[config.mk]
export PLATFORM = sky130hd
export DESIGN_NAME = mhpq_ctrl
export DESIGN_NICKNAME = d
export VERILOG_FILES = /design/src/rtl/max_heap_priority_queue_core_assert.svh /design/src/rtl/mhpq_pkg.sv /design/src/rtl/mhpq_ctrl.sv
export SDC_FILE = /design/constraint.sdc
export NUM_CORES = 1
export LEC_CHECK = 0
export BUFFER_PORTS_ARGS = -buffer_cell sky130_fd_sc_hd__buf_2
export CORE_AREA = 5 5 42 44
export DETAILED_ROUTE_END_ITERATION = 8
export DIE_AREA = 0 0 47 49
export PLACE_DENSITY = 0.49
export SYNTH_ARGS = -nofsm -noshare
export SYNTH_HDL_FRONTEND = slang
export SYNTH_SLANG_ARGS = --single-unit
export TNS_END_PERCENT = 10
[constraint.sdc]
create_clock -name i_clk -period 1.66 [get_ports i_clk]
set_clock_uncertainty 0.1 [all_clocks]
set_input_delay 0.249 -clock i_clk [delete_from_list [all_inputs] [get_ports i_clk]]
set_output_delay 0.249 -clock i_clk [all_outputs]
set_load 0.02 [all_outputs]
[src/rtl/max_heap_priority_queue_core_assert.svh]
// assertion macros for the heap queue rtl, used by the datapath
`ifndef MAX_HEAP_PRIORITY_QUEUE_CORE_ASSERT_SVH
`define MAX_HEAP_PRIORITY_QUEUE_CORE_ASSERT_SVH

// same-cycle implication, disabled in reset
`define MHPQ_ASSERT_NOW(lbl, ante, cons, msg) \
    lbl: assert property (@(posedge i_clk) disable iff (!i_rst_n) (ante) |-> (cons)) \
        else $error(msg);

// next-cycle implication, disabled in reset
`define MHPQ_ASSERT_NEXT(lbl, ante, cons, msg) \
    lbl: assert property (@(posedge i_clk) disable iff (!i_rst_n) (ante) |=> (cons)) \
        else $error(msg);

`endif

[src/rtl/mhpq_pkg.sv]
// shared constants, codes and controller/datapath types for the heap queue
package mhpq_pkg;

    localparam int CAPACITY = 1024;
    localparam int DATA_W   = 32;
    localparam int ADDR_W   = $clog2(CAPACITY);
    localparam int CNT_W    = $clog2(CAPACITY + 1);
    localparam int POS_W    = CNT_W + 1;
    localparam int ENTRY_W  = 11;
    localparam int STATUS_W = 2;
    localparam int OP_W     = 4;

    localparam logic CMD_INSERT = 1'b0;
    localparam logic CMD_REMOVE = 1'b1;

    localparam logic [STATUS_W-1:0] ST_OK    = 2'd0;
    localparam logic [STATUS_W-1:0] ST_EMPTY = 2'd1;
    localparam logic [STATUS_W-1:0] ST_FULL  = 2'd2;

    localparam logic [OP_W-1:0] OP_NONE  = 4'd0;
    localparam logic [OP_W-1:0] OP_LOAD  = 4'd1;
    localparam logic [OP_W-1:0] OP_LAST  = 4'd2;
    localparam logic [OP_W-1:0] OP_UP    = 4'd3;
    localparam logic [OP_W-1:0] OP_UPCMP = 4'd4;
    localparam logic [OP_W-1:0] OP_DN    = 4'd5;
    localparam logic [OP_W-1:0] OP_DNL   = 4'd6;
    localparam logic [OP_W-1:0] OP_DNR   = 4'd7;
    localparam logic [OP_W-1:0] OP_OUT   = 4'd8;

    typedef struct packed {
        logic [OP_W-1:0] op;
    } t_dp_cmd;

    typedef struct packed {
        logic count_zero;
        logic count_full;
        logic pos_root;
        logic l_out;
        logic r_out;
        logic up_move;
        logic dn_move_l;
        logic dn_move_r;
        logic out_free;
    } t_dp_stat;

endpackage

[src/rtl/mhpq_ctrl.sv]
// heap controller: sequences insert sift-up and remove sift-down over the datapath
module mhpq_ctrl import mhpq_pkg::*; (
    input  logic     i_clk,
    input  logic     i_rst_n,
    input  logic     i_valid,
    input  logic     i_command,
    input  t_dp_stat i_stat,
    output logic     o_stall,
    output t_dp_cmd  o_cmd
);

    localparam logic [2:0] S_IDLE  = 3'd0;
    localparam logic [2:0] S_UP    = 3'd1;
    localparam logic [2:0] S_UPCMP = 3'd2;
    localparam logic [2:0] S_LAST  = 3'd3;
    localparam logic [2:0] S_DN    = 3'd4;
    localparam logic [2:0] S_DNL   = 3'd5;
    localparam logic [2:0] S_DNR   = 3'd6;
    localparam logic [2:0] S_DONE  = 3'd7;

    logic [2:0] r_state;
    logic [2:0] n_state;

    always_comb begin
        n_state  = r_state;
        o_cmd.op = OP_NONE;
        unique case (r_state)
            S_IDLE: begin
                if (i_valid) begin
                    o_cmd.op = OP_LOAD;
                    if (i_command == CMD_INSERT) begin
                        n_state = i_stat.count_full ? S_DONE : S_UP;
                    end else begin
                        n_state = i_stat.count_zero ? S_DONE : S_LAST;
                    end
                end
            end
            S_UP: begin
                o_cmd.op = OP_UP;
                n_state  = i_stat.pos_root ? S_DONE : S_UPCMP;
            end
            S_UPCMP: begin
                o_cmd.op = OP_UPCMP;
                n_state  = i_stat.up_move ? S_UP : S_DONE;
            end
            S_LAST: begin
                o_cmd.op = OP_LAST;
                n_state  = S_DN;
            end
            S_DN: begin
                o_cmd.op = OP_DN;
                n_state  = i_stat.l_out ? S_DONE : S_DNL;
            end
            S_DNL: begin
                o_cmd.op = OP_DNL;
                if (!i_stat.r_out) begin
                    n_state = S_DNR;
                end else begin
                    n_state = i_stat.dn_move_l ? S_DN : S_DONE;
                end
            end
            S_DNR: begin
                o_cmd.op = OP_DNR;
                n_state  = i_stat.dn_move_r ? S_DN : S_DONE;
            end
            S_DONE: begin
                if (i_stat.out_free) begin
                    o_cmd.op = OP_OUT;
                    n_state  = S_IDLE;
                end
            end
            default: begin
                n_state = S_IDLE;
            end
        endcase
    end

    always_ff @(posedge i_clk) begin
        if (!i_rst_n) begin
            r_state <= S_IDLE;
        end else begin
            r_state <= n_state;
        end
    end

    assign o_stall = (r_state != S_IDLE);

endmodule

==> results of run 1 <==
==> kinds of logic after synthesis <==
group                     Yosys count
muxes                               1
AOI/OAI and AO/OA                  14
and+or+nand+nor                    14
buffers and inverters               6
xor gates and xnor gates            1
DFF                                 3
==> worst paths after layout <==
kind,from,end,slack [ns],depth (start not counted)
worst max register to register,r_state[1],r_state[2],0.22,3
worst max-delay path,r_state[1],o_stall,0.12,2
worst min-delay path,i_rst_n,r_state[2],0.23,3
worst min register to register,r_state[2],r_state[2],0.54,2
==> worst min-delay path: stages <==
cell,delay [ns]
sky130_fd_sc_hd__buf_2,0.10
sky130_fd_sc_hd__nand2_1,0.12
sky130_fd_sc_hd__a41oi_2,0.04
==> cell type report <==
| cell class | instances | area [um2] |
|---|---|---|
| sequential | 3 | 62.6 |
| inverter | 4 | 15.0 |
| tap | 16 | 20.0 |
| clock buffer | 4 | 26.3 |
| multi-input combinational | 30 | 205 |
| timing repair buffer | 18 | 92.6 |
| fill | 166 | 980 |
==> per-layer routing <==
metal | GRT usage (%) | vias up
met5 | 0 | -
met4 | 4.15 | 0
met3 | 3.32 | 0
met2 | 10.4 | 17
met1 | 9.39 | 144
li1 | - | 185
==> layout by cell type, fill, tap and decap left out <==
master,n
sky130_fd_sc_hd__a31oi_1,2
sky130_fd_sc_hd__o21ai_0,3
sky130_fd_sc_hd__dfxtp_2,2
sky130_fd_sc_hd__or4_1,1
sky130_fd_sc_hd__nor2_1,3
sky130_fd_sc_hd__and2b_2,1
sky130_fd_sc_hd__nand4_1,1
sky130_fd_sc_hd__o211ai_1,1
sky130_fd_sc_hd__mux2_1,1
sky130_fd_sc_hd__buf_2,17
sky130_fd_sc_hd__buf_4,1
sky130_fd_sc_hd__clkbuf_1,1
sky130_fd_sc_hd__xnor2_1,1
sky130_fd_sc_hd__nand2_1,4
sky130_fd_sc_hd__or3_4,1
sky130_fd_sc_hd__a21oi_1,2
sky130_fd_sc_hd__a41oi_2,1
sky130_fd_sc_hd__inv_1,4
sky130_fd_sc_hd__o32a_1,1
sky130_fd_sc_hd__clkbuf_4,3
sky130_fd_sc_hd__and3b_1,1
sky130_fd_sc_hd__nand3_1,2
sky130_fd_sc_hd__a21o_1,1
sky130_fd_sc_hd__o31a_2,1
sky130_fd_sc_hd__dfxtp_1,1
sky130_fd_sc_hd__a211o_1,2
==> repair_timing <==
action                                  in CTS  in global routing
setup buffers                                0                  0
resized for setup                            0                  2
endpoints found under the setup margin       0                  3
==> power groups by stage <==
stage,clock network (mW),registers (mW),logic (mW)
2_1_floorplan,0,0.143,0.427
3_3_place_gp,0,0.189,0.508
3_5_place_dp,0,0.190,0.509
4_1_cts,0.133,0.188,0.511
5_1_grt,0.144,0.205,0.552
6_report,0.126,0.193,0.507
==> flow_results.xml, run 1 <==
<?xml version="1.0" encoding="UTF-8"?>
<metrics>
  <group name="clock_network">
    <metric name="clock_tree.htree_level_count" unit="">1</metric>
    <metric name="cell_chosen_for_the_clock_root" unit="">sky130_fd_sc_hd__clkbuf_4</metric>
    <metric name="cts_made_buffers" unit="">3</metric>
    <metric name="clk_latency" unit="ns">0.23</metric>
    <metric name="cts_max_path_buffers" unit="">2</metric>
    <metric name="tritoncts" unit="">built</metric>
    <metric name="clkSinkCount" unit="">3</metric>
    <metric name="clock_pin_slew_on_the_worst_setup_and_hold_paths" unit="ns">0.04</metric>
    <metric name="cts-hold-fix-buffers" unit="">0</metric>
  </group>
  <group name="synth">
    <metric name="synth_commonest_cells" unit="">sky130_fd_sc_hd__inv_1, sky130_fd_sc_hd__nand2_1, sky130_fd_sc_hd__dfxtp_1, sky130_fd_sc_hd__nor2_1, sky130_fd_sc_hd__o21ai_0</metric>
    <metric name="postSynthNetCount" unit="">52</metric>
    <metric name="yosys.area_share.adder" unit="%">0</metric>
    <metric name="synth-edff-count" unit="">0</metric>
    <metric name="netlist_top_cells_area" unit="">sky130_fd_sc_hd__dfxtp_1, sky130_fd_sc_hd__a211o_1, sky130_fd_sc_hd__a41oi_2</metric>
    <metric name="netlist.top_cell.by_area" unit="">sky130_fd_sc_hd__dfxtp_1</metric>
    <metric name="synth.area.mux_share" unit="%">3.81</metric>
    <metric name="mappedNetlistArea" unit="um2">295</metric>
    <metric name="ys.flop_type" unit="">sky130_fd_sc_hd__dfxtp_1</metric>
    <metric name="synth_seq_area_share" unit="%">20.3</metric>
    <metric name="synthArstFlopShare" unit="%">0</metric>
    <metric name="synth_compound_area_share" unit="%">36.0</metric>
    <metric name="flip_flop_and_latch_count_after_synthesis" unit="">3</metric>
    <metric name="post_synth_num_cell_types" unit="">22</metric>
    <metric name="synth-xor-area-share" unit="%">2.97</metric>
    <metric name="yosys.area_share.simple" unit="%">26.7</metric>
    <metric name="syn-mean-instance-area" unit="um2">7.57</metric>
    <metric name="yosysWarnings" unit="">0</metric>
    <metric name="syn-instance-count" unit="">39</metric>
    <metric name="main_combinational_cell_family_by_area_after_synthesis" unit="">compound AO/OA/AOI/OAI gates</metric>
    <metric name="post_synth_top_area_share" unit="%">20.3</metric>
  </group>
  <group name="detailed_routing">
    <metric name="antenna_violating_nets_post_route" unit="">0</metric>
    <metric name="routedWlPerCell" unit="um">11.0</metric>
    <metric name="routed-wl-met3" unit="um">101</metric>
    <metric name="detail_route.wirelength" unit="um">823</metric>
    <metric name="remaining_drc_errors" unit="">0</metric>
    <metric name="vias_per_cell" unit="">4.61</metric>
    <metric name="met2_wirelength_from_detailed_routing" unit="um">345</metric>
    <metric name="top_signal_layer_used" unit="">met3</metric>
    <metric name="met1Wirelength" unit="um">376</metric>
    <metric name="vias" unit="">346</metric>
    <metric name="detail_route.iter0.violations" unit="">9</metric>
    <metric name="drt_first_pass_iters" unit="">4</metric>
  </group>
  <group name="worst_setup_path">
    <metric name="timing.critical_path.cells" unit="">or3_4, buf_2</metric>
    <metric name="setup.worst_path.class" unit="">reg -&gt; out</metric>
    <metric name="worst-endpoint-required" unit="ns">1.31</metric>
    <metric name="cp_data_arrival_time" unit="ns">1.19</metric>
    <metric name="cp_slowest_stage_delay" unit="ns">0.42</metric>
    <metric name="critical_path.max_fanout" unit="">8</metric>
    <metric name="worst_setup_path_start_kind" unit="">flop</metric>
    <metric name="critical_path.top_delay_family" unit="">simple AND/OR/NAND/NOR gates</metric>
    <metric name="timing.critical_path.buf_inv" unit="">1</metric>
    <metric name="critPathCaptureType" unit="">output pin</metric>
    <metric name="critical_path.slowest_cell" unit="">sky130_fd_sc_hd__or3_4</metric>
  </group>
  <group name="place">
    <metric name="number_of_port_buffers" unit="">17</metric>
    <metric name="postPlaceCellArea" unit="um2">393</metric>
    <metric name="worst_slack_after_detailed_placement" unit="ns">0.181</metric>
    <metric name="dp.cells" unit="">71</metric>
    <metric name="dp.final_hpwl" unit="um">667</metric>
    <metric name="gpl.final_weighted_congestion" unit="">0.788</metric>
  </group>
  <group name="power">
    <metric name="vdd_drop_max" unit="mV">0.502</metric>
    <metric name="p_sw" unit="uW">395</metric>
    <metric name="power_report.internal_total" unit="uW">431</metric>
    <metric name="design_power_total" unit="uW">826</metric>
    <metric name="pwr-share-comb" unit="%">61.3</metric>
    <metric name="share_clk_of_total_power" unit="%">15.3</metric>
    <metric name="p_sw_share" unit="%">47.8</metric>
    <metric name="pwr-share-seq" unit="%">23.3</metric>
    <metric name="power_density_relative_to_cell_area" unit="mW/mm2">1960</metric>
    <metric name="power.static_leakage" unit="nW">0.201</metric>
  </group>
  <group name="die">
    <metric name="start_util" unit="%">21.1</metric>
    <metric name="die-area" unit="mm2">0.00230</metric>
    <metric name="placementRows" unit="">14</metric>
    <metric name="ios" unit="">18</metric>
    <metric name="dieHeight" unit="um">49</metric>
    <metric name="floorplan.core_area" unit="mm2">0.00140</metric>
    <metric name="chipWidth" unit="um">47</metric>
  </group>
  <group name="flow_run">
    <metric name="drv.max_cap_violation_count" unit="">0</metric>
  </group>
  <group name="finish">
    <metric name="largestRegisters" unit="">r_state (3)</metric>
    <metric name="non_filler_cells_in_the_finished_layout" unit="">75</metric>
    <metric name="layout-area-overhead-vs-synth" unit="%">42.8</metric>
    <metric name="design.final.nets" unit="">73</metric>
    <metric name="post_route_cells_drive_above_1_share" unit="%">45.8</metric>
    <metric name="stdcell_area" unit="um2">422</metric>
    <metric name="fin_util" unit="%">30.1</metric>
    <metric name="insertedDiodeCount" unit="">0</metric>
    <metric name="max_flop_register" unit="">r_state</metric>
    <metric name="number_of_flip_flops_under_the_largest_register_name" unit="">3</metric>
  </group>
  <group name="grt">
    <metric name="wire_length_of_the_first_global_routing_pass" unit="um">1270</metric>
    <metric name="grtUsageTotal" unit="%">7.52</metric>
    <metric name="grt_max_degree" unit="">14</metric>
    <metric name="grt_antenna_before_repair" unit="">0</metric>
    <metric name="first_global_vias" unit="">315</metric>
    <metric name="aggregate_global_routing_overflow" unit="">0</metric>
  </group>
  <group name="timing">
    <metric name="relSlewSlack" unit="%">84.0</metric>
    <metric name="timing.final.crit_share" unit="%">92.7</metric>
    <metric name="fmax" unit="MHz">650</metric>
    <metric name="final_critical_path_required_period" unit="ns">1.54</metric>
    <metric name="worst_hold_slack" unit="ns">0.228</metric>
    <metric name="unrepaired_setup_endpoints_after_global_routing" unit="">no</metric>
    <metric name="totalNegativeSetupSlack" unit="ns">0</metric>
    <metric name="final_max_tran_viols" unit="">0</metric>
    <metric name="final-setup-viol-count" unit="">0</metric>
    <metric name="worst-slew-pin-transition" unit="ns">0.240</metric>
    <metric name="report.final.hold_viol_count" unit="">0</metric>
    <metric name="layout_setup_ws" unit="ns">0.122</metric>
  </group>
  <group name="outcome">
    <metric name="run_status" unit="">completed</metric>
  </group>
  <group name="worst_hold_path">
    <metric name="min-delay-path-class" unit="">in -&gt; reg</metric>
  </group>
</metrics>
Note: power is estimated with default switching activity, not from simulation.
==> inputs of run 2 (changes only) <==
Settings changed: CORE_AREA 5 5 42 44 to 3 3 40 42, DIE_AREA 0 0 47 49 to 0 0 43 45.
==> run 2 against run 1 <==
Global-route usage up 2.5 points. Routed wire length rose by 0.61%. First-iteration DRC count stayed put. Cell count up 1.3%. Clock power grew 6%. Largest cell class unchanged. Sequential share of layout area decreased by 0.72 points. Combinational power increased by 10%.
==> flow_results.xml, run 2 (same netlist as run 1, synthesis figures left out) <==
<?xml version="1.0" encoding="UTF-8"?>
<metrics>
  <group name="outcome">
    <metric name="run_status" unit="">completed</metric>
  </group>
  <group name="worst_hold_path">
    <metric name="holdCritStartpoint" unit="">i_rst_n</metric>
    <metric name="holdPathStages" unit="">3</metric>
    <metric name="min-delay-path-class" unit="">in -&gt; reg</metric>
    <metric name="worstHoldEndpoint" unit="">r_state[2]</metric>
  </group>
  <group name="detailed_routing">
    <metric name="antenna_violating_nets_post_route" unit="">0</metric>
    <metric name="drt_first_pass_iters" unit="">5</metric>
    <metric name="detail_route.wirelength" unit="um">828</metric>
    <metric name="met1Wirelength" unit="um">358</metric>
    <metric name="detail_route.iter0.violations" unit="">9</metric>
    <metric name="routed-wl-met3" unit="um">56</metric>
    <metric name="met2_wirelength_from_detailed_routing" unit="um">389</metric>
    <metric name="remaining_drc_errors" unit="">0</metric>
    <metric name="routedWlPerCell" unit="um">10.9</metric>
    <metric name="vias" unit="">373</metric>
    <metric name="top_signal_layer_used" unit="">met4</metric>
    <metric name="vias_per_cell" unit="">4.91</metric>
  </group>
  <group name="timing">
    <metric name="worst-slew-pin-transition" unit="ns">0.327</metric>
    <metric name="final_critical_path_required_period" unit="ns">1.56</metric>
    <metric name="worst_hold_slack" unit="ns">0.212</metric>
    <metric name="fmax" unit="MHz">641</metric>
    <metric name="relSlewSlack" unit="%">78.1</metric>
    <metric name="final-setup-viol-count" unit="">0</metric>
    <metric name="report.final.hold_viol_count" unit="">0</metric>
    <metric name="final_max_tran_viols" unit="">0</metric>
    <metric name="timing.final.crit_share" unit="%">94.0</metric>
  </group>
  <group name="power">
    <metric name="power_density_relative_to_cell_area" unit="mW/mm2">2000</metric>
    <metric name="vdd_drop_max" unit="mV">0.660</metric>
    <metric name="power.static_leakage" unit="nW">0.211</metric>
  </group>
  <group name="die">
    <metric name="chipWidth" unit="um">43</metric>
    <metric name="die-area" unit="mm2">0.00194</metric>
    <metric name="floorplan.core_area" unit="mm2">0.00128</metric>
    <metric name="dieHeight" unit="um">45</metric>
    <metric name="placementRows" unit="">13</metric>
    <metric name="ios" unit="">18</metric>
    <metric name="start_util" unit="%">23.0</metric>
  </group>
  <group name="worst_setup_path">
    <metric name="r2r-start" unit="">r_state[0]</metric>
    <metric name="worst_setup_path_start_kind" unit="">flop</metric>
    <metric name="worst-endpoint-required" unit="ns">1.31</metric>
    <metric name="r2r-end" unit="">r_state[0]</metric>
    <metric name="r2r.worst_path.cells" unit="">3</metric>
    <metric name="cp_data_arrival_time" unit="ns">1.21</metric>
    <metric name="critical_path.max_fanout" unit="">8</metric>
    <metric name="critPathCaptureType" unit="">output pin</metric>
    <metric name="setup.worst_path.class" unit="">reg -&gt; out</metric>
    <metric name="r2r_slack" unit="ns">0.22</metric>
  </group>
  <group name="clock_network">
    <metric name="cts_made_buffers" unit="">3</metric>
    <metric name="clock_pin_slew_on_the_worst_setup_and_hold_paths" unit="ns">0.04</metric>
    <metric name="clkSinkCount" unit="">3</metric>
    <metric name="cell_chosen_for_the_clock_root" unit="">sky130_fd_sc_hd__clkbuf_4</metric>
    <metric name="clk_latency" unit="ns">0.24</metric>
    <metric name="cts-hold-fix-buffers" unit="">0</metric>
    <metric name="clock_tree.htree_level_count" unit="">1</metric>
    <metric name="cts_max_path_buffers" unit="">2</metric>
    <metric name="tritoncts" unit="">built</metric>
  </group>
  <group name="grt">
    <metric name="grt_max_degree" unit="">11</metric>
    <metric name="wire_length_of_the_first_global_routing_pass" unit="um">1370</metric>
    <metric name="grt_antenna_before_repair" unit="">0</metric>
    <metric name="grtUsageTotal" unit="%">10.1</metric>
    <metric name="aggregate_global_routing_overflow" unit="">0</metric>
    <metric name="first_global_vias" unit="">327</metric>
  </group>
  <group name="finish">
    <metric name="layout-area-overhead-vs-synth" unit="%">47.0</metric>
    <metric name="number_of_flip_flops_under_the_largest_register_name" unit="">3</metric>
    <metric name="fin_util" unit="%">33.8</metric>
    <metric name="insertedDiodeCount" unit="">0</metric>
    <metric name="largestRegisters" unit="">r_state (3)</metric>
    <metric name="design.final.nets" unit="">75</metric>
    <metric name="max_flop_register" unit="">r_state</metric>
    <metric name="stdcell_area" unit="um2">434</metric>
    <metric name="final_common_cell" unit="">sky130_fd_sc_hd__buf_2</metric>
    <metric name="post_route_cells_drive_above_1_share" unit="%">45.9</metric>
    <metric name="most_frequent_cells_in_the_layout" unit="">sky130_fd_sc_hd__buf_2, sky130_fd_sc_hd__nand2_1, sky130_fd_sc_hd__inv_1</metric>
  </group>
  <group name="place">
    <metric name="postPlaceCellArea" unit="um2">407</metric>
    <metric name="dp.final_hpwl" unit="um">650</metric>
    <metric name="gpl.final_weighted_congestion" unit="">0.702</metric>
    <metric name="number_of_port_buffers" unit="">17</metric>
  </group>
  <group name="flow_run">
    <metric name="drv.max_cap_violation_count" unit="">0</metric>
  </group>
</metrics>
## run 2: cell types whose count changed in the layout (fill, tap and decap cells not counted)
| cell | previous run | this run |
|---|---|---|
| sky130_fd_sc_hd__dfxtp_1 | 1 | 2 |
| sky130_fd_sc_hd__dfxtp_2 | 2 | 1 |
| sky130_fd_sc_hd__buf_4 | 1 | 3 |
## run 2: how the worst max path moves through the flow
stage	start	endpoint	cells past startpoint
after floorplan	r_state[1]	r_state[2]	3
after detailed placement	r_state[0]	r_state[0]	3
after CTS	r_state[2]	o_cmd[0]	5
after global placement	r_state[2]	r_state[1]	3
after global routing	r_state[2]	o_cmd[0]	5
final	r_state[2]	o_cmd[0]	5
## run 2: layer usage
layer	vias to the layer above	global-route usage (%)
met2	13	14.1
met1	169	11.5
li1	189	-
met3	2	3.19
met4	0	10.8
met5	-	0
## run 2: repair_timing
action                                  4_1_cts  5_1_grt
endpoints found under the setup margin        0        2
resized for setup                             0        1
buffers inserted                              0        0
## run 2: power breakdown
| group | total [mW] | leakage [nW] | internal (mW) | switching (mW) |
|---|---|---|---|---|
| logic | 0.560 | 0.170 | 0.257 | 0.303 |
| registers | 0.174 | 0.0253 | 0.111 | 0.0625 |
| clock network | 0.134 | 0.0150 | 0.0905 | 0.0435 |
| total | 0.867 | 0.211 | 0.459 | 0.409 |
## run 2: area by class of cell
type | count | area (um2)
repair buffers | 20 | 108
multi-input cells | 30 | 205
fillers | 138 | 851
clock buffers | 4 | 26.3
inverters | 4 | 15.0
well taps | 15 | 18.8
flip-flops and latches | 3 | 61.3
## run 2: critical path: stages (launching register included)
cell and delay [ns]:
sky130_fd_sc_hd__dfxtp_2 0.35, sky130_fd_sc_hd__buf_4 0.16, sky130_fd_sc_hd__nor2_1 0.11, sky130_fd_sc_hd__o21ai_0 0.09
sky130_fd_sc_hd__o21ai_0 0.08, sky130_fd_sc_hd__buf_2 0.18
## run 2: metrics by stage
step / TNS [ns] / std cells / total power, mW / setup WS (ns)
2_1_floorplan: 0 / 39 / 0.571 / 0.250
3_3_place_gp: 0 / 72 / 0.740 / 0.243
3_5_place_dp: 0 / 72 / 0.729 / 0.225
4_1_cts: 0 / 76 / 0.871 / 0.0566
5_1_grt: -0.00518 / 76 / 0.956 / -0.00518
6_report: 0 / 76 / 0.867 / 0.0994
==> inputs of run 3 (changes only) <==
Settings changed: RECOVER_POWER set to 50, REMOVE_ABC_BUFFERS set to 1.
==> run 3 against run 2 <==
Die area unchanged. Fmax up 1.6%. Flip-flop and latch count unchanged. Setup slack better by 0.024 ns. Global-route usage down 1.2 points. Critical endpoint is now o_stall. Largest cell class unchanged. Largest power group unchanged. Highest routed layer is now met3.
==> flow_results.xml, run 3 (same netlist as run 1, synthesis figures left out) <==
<?xml version="1.0" encoding="UTF-8"?>
<metrics>
  <group name="outcome">
    <metric name="run_status" unit="">completed</metric>
  </group>
  <group name="place">
    <metric name="postPlaceCellArea" unit="um2">392</metric>
    <metric name="dp.final_hpwl" unit="um">592</metric>
    <metric name="number_of_port_buffers" unit="">17</metric>
    <metric name="dp.cells" unit="">70</metric>
    <metric name="gpl.final_weighted_congestion" unit="">0.819</metric>
  </group>
  <group name="flow_run">
    <metric name="drv.max_cap_violation_count" unit="">0</metric>
  </group>
  <group name="finish">
    <metric name="insertedDiodeCount" unit="">0</metric>
    <metric name="max_flop_register" unit="">r_state</metric>
    <metric name="stdcell_area" unit="um2">418</metric>
    <metric name="largestRegisters" unit="">r_state (3)</metric>
    <metric name="non_filler_cells_in_the_finished_layout" unit="">74</metric>
    <metric name="number_of_flip_flops_under_the_largest_register_name" unit="">3</metric>
    <metric name="fillers" unit="">149</metric>
    <metric name="design.final.nets" unit="">73</metric>
    <metric name="final_common_cell" unit="">sky130_fd_sc_hd__buf_2</metric>
    <metric name="fin_util" unit="%">32.5</metric>
    <metric name="layout-area-overhead-vs-synth" unit="%">41.5</metric>
    <metric name="most_frequent_cells_in_the_layout" unit="">sky130_fd_sc_hd__buf_2, sky130_fd_sc_hd__nand2_1, sky130_fd_sc_hd__inv_1</metric>
    <metric name="post_route_cells_drive_above_1_share" unit="%">42.4</metric>
  </group>
  <group name="timing">
    <metric name="unrepaired_setup_endpoints_after_global_routing" unit="">no</metric>
    <metric name="final_max_tran_viols" unit="">0</metric>
    <metric name="worst-slew-pin-transition" unit="ns">0.307</metric>
    <metric name="report.final.hold_viol_count" unit="">0</metric>
    <metric name="final_critical_path_required_period" unit="ns">1.54</metric>
    <metric name="totalNegativeSetupSlack" unit="ns">0</metric>
    <metric name="relSlewSlack" unit="%">79.5</metric>
    <metric name="final-setup-viol-count" unit="">0</metric>
    <metric name="timing.final.crit_share" unit="%">92.5</metric>
    <metric name="fmax" unit="MHz">651</metric>
  </group>
  <group name="worst_setup_path">
    <metric name="timing.critical_path.buf_inv" unit="">1</metric>
    <metric name="setup.worst_path.class" unit="">reg -&gt; out</metric>
    <metric name="critical_path.slowest_cell" unit="">sky130_fd_sc_hd__or3_4</metric>
    <metric name="critical_path.top_delay_family" unit="">simple AND/OR/NAND/NOR gates</metric>
    <metric name="worst-endpoint-required" unit="ns">1.31</metric>
    <metric name="timing.critical_path.cells" unit="">or3_4, buf_2</metric>
    <metric name="critical_path.max_fanout" unit="">8</metric>
    <metric name="cp_data_arrival_time" unit="ns">1.19</metric>
    <metric name="critPathCaptureType" unit="">output pin</metric>
    <metric name="worst_setup_path_start_kind" unit="">flop</metric>
    <metric name="cp_slowest_stage_delay" unit="ns">0.42</metric>
  </group>
  <group name="detailed_routing">
    <metric name="vias" unit="">336</metric>
    <metric name="remaining_drc_errors" unit="">0</metric>
    <metric name="detail_route.iter0.violations" unit="">7</metric>
    <metric name="drt_first_pass_iters" unit="">4</metric>
    <metric name="detail_route.wirelength" unit="um">748</metric>
    <metric name="routedWlPerCell" unit="um">10.1</metric>
    <metric name="antenna_violating_nets_post_route" unit="">0</metric>
    <metric name="vias_per_cell" unit="">4.54</metric>
  </group>
  <group name="power">
    <metric name="share_clk_of_total_power" unit="%">15.3</metric>
    <metric name="power_density_relative_to_cell_area" unit="mW/mm2">1950</metric>
    <metric name="pwr-share-comb" unit="%">60.0</metric>
    <metric name="p_sw" unit="uW">393</metric>
    <metric name="p_sw_share" unit="%">48.2</metric>
    <metric name="pwr-share-seq" unit="%">24.6</metric>
    <metric name="vdd_drop_max" unit="mV">0.621</metric>
    <metric name="power_report.internal_total" unit="uW">422</metric>
    <metric name="power.static_leakage" unit="nW">0.197</metric>
  </group>
  <group name="clock_network">
    <metric name="clock_tree.htree_level_count" unit="">1</metric>
    <metric name="cell_chosen_for_the_clock_root" unit="">sky130_fd_sc_hd__clkbuf_4</metric>
    <metric name="clkSinkCount" unit="">3</metric>
    <metric name="clk_latency" unit="ns">0.23</metric>
    <metric name="cts_made_buffers" unit="">3</metric>
    <metric name="cts-hold-fix-buffers" unit="">0</metric>
    <metric name="tritoncts" unit="">built</metric>
    <metric name="clock_pin_slew_on_the_worst_setup_and_hold_paths" unit="ns">0.04</metric>
    <metric name="cts.repair_timing.setup_buffer_count" unit="">0</metric>
    <metric name="cts_max_path_buffers" unit="">2</metric>
  </group>
  <group name="grt">
    <metric name="grt_antenna_before_repair" unit="">0</metric>
    <metric name="grt_max_degree" unit="">14</metric>
    <metric name="aggregate_global_routing_overflow" unit="">0</metric>
    <metric name="grtUsageTotal" unit="%">8.89</metric>
    <metric name="first_global_vias" unit="">311</metric>
    <metric name="wire_length_of_the_first_global_routing_pass" unit="um">1280</metric>
  </group>
  <group name="die">
    <metric name="die-area" unit="mm2">0.00194</metric>
    <metric name="dieHeight" unit="um">45</metric>
    <metric name="placementRows" unit="">13</metric>
    <metric name="ios" unit="">18</metric>
    <metric name="start_util" unit="%">23.0</metric>
    <metric name="floorplan.core_area" unit="mm2">0.00128</metric>
    <metric name="chipWidth" unit="um">43</metric>
  </group>
  <group name="worst_hold_path">
    <metric name="min-delay-path-class" unit="">in -&gt; reg</metric>
  </group>
</metrics>
run 3: cell types whose count changed in the layout (fill, tap and decap cells not counted), sizes merged:
cell / change
clkbuf: +1
buf: -3
run 3: layout make-up:
cell class,instances,area (um2),area share (%)
Clock buffer,4,26.3,6.29
Inverter,4,15.0,3.59
Multi-Input combinational cell,30,205,49.1
Tap cell,15,18.8,4.49
Timing Repair Buffer,18,91.3,21.9
Sequential cell,3,61.3,14.7
run 3: per-stage QoR:
step	setup WS [ns]	hold WS (ns)	power (mW)
3_5_place_dp	0.104	0.456	0.697
6_report	0.124	0.208	0.815
4_1_cts	0.0246	0.213	0.828
2_1_floorplan	0.217	0.323	0.539
3_3_place_gp	0.109	0.460	0.704
5_1_grt	0.0487	0.216	0.897
run 3: worst paths after layout:
path | cells past startpoint | from | end | slack, ns
max reg2reg | 3 | r_state[1] | r_state[2] | 0.21
max | 2 | r_state[1] | o_stall | 0.12
min | 3 | i_rst_n | r_state[2] | 0.21
min reg2reg | 2 | r_state[2] | r_state[2] | 0.54
run 3: power by group through the flow:
| stage | combinational [mW] | sequential [mW] | clock, mW |
|---|---|---|---|
| 6_report | 0.489 | 0.201 | 0.125 |
| 3_3_place_gp | 0.502 | 0.202 | 0 |
| 3_5_place_dp | 0.496 | 0.201 | 0 |
| 2_1_floorplan | 0.361 | 0.179 | 0 |
| 4_1_cts | 0.497 | 0.200 | 0.131 |
| 5_1_grt | 0.538 | 0.218 | 0.141 |
run 3: worst min-delay path, delay by kind of cell:
| kind | cells | cell delay (ns) |
|---|---|---|
| and+or+nand+nor | 1 | 0.10 |
| buffers and inverters | 1 | 0.10 |
| AOI/OAI and AO/OA | 1 | 0.04 |
run 3: repair_timing:
action | CTS | global route
setup endpoints to repair | 0 | 4
endpoints found under the hold margin | 0 | 0
resized for setup | 0 | 1
run 3: layer usage:
metal | GRT usage, % | wire length, um | vias up
met1 | 12.5 | 359 | 138
met2 | 11.1 | 302 | 13
met5 | 0 | 0 | -
li1 | - | - | 185
met4 | 3.61 | 0 | 0
met3 | 4.78 | 86 | 0
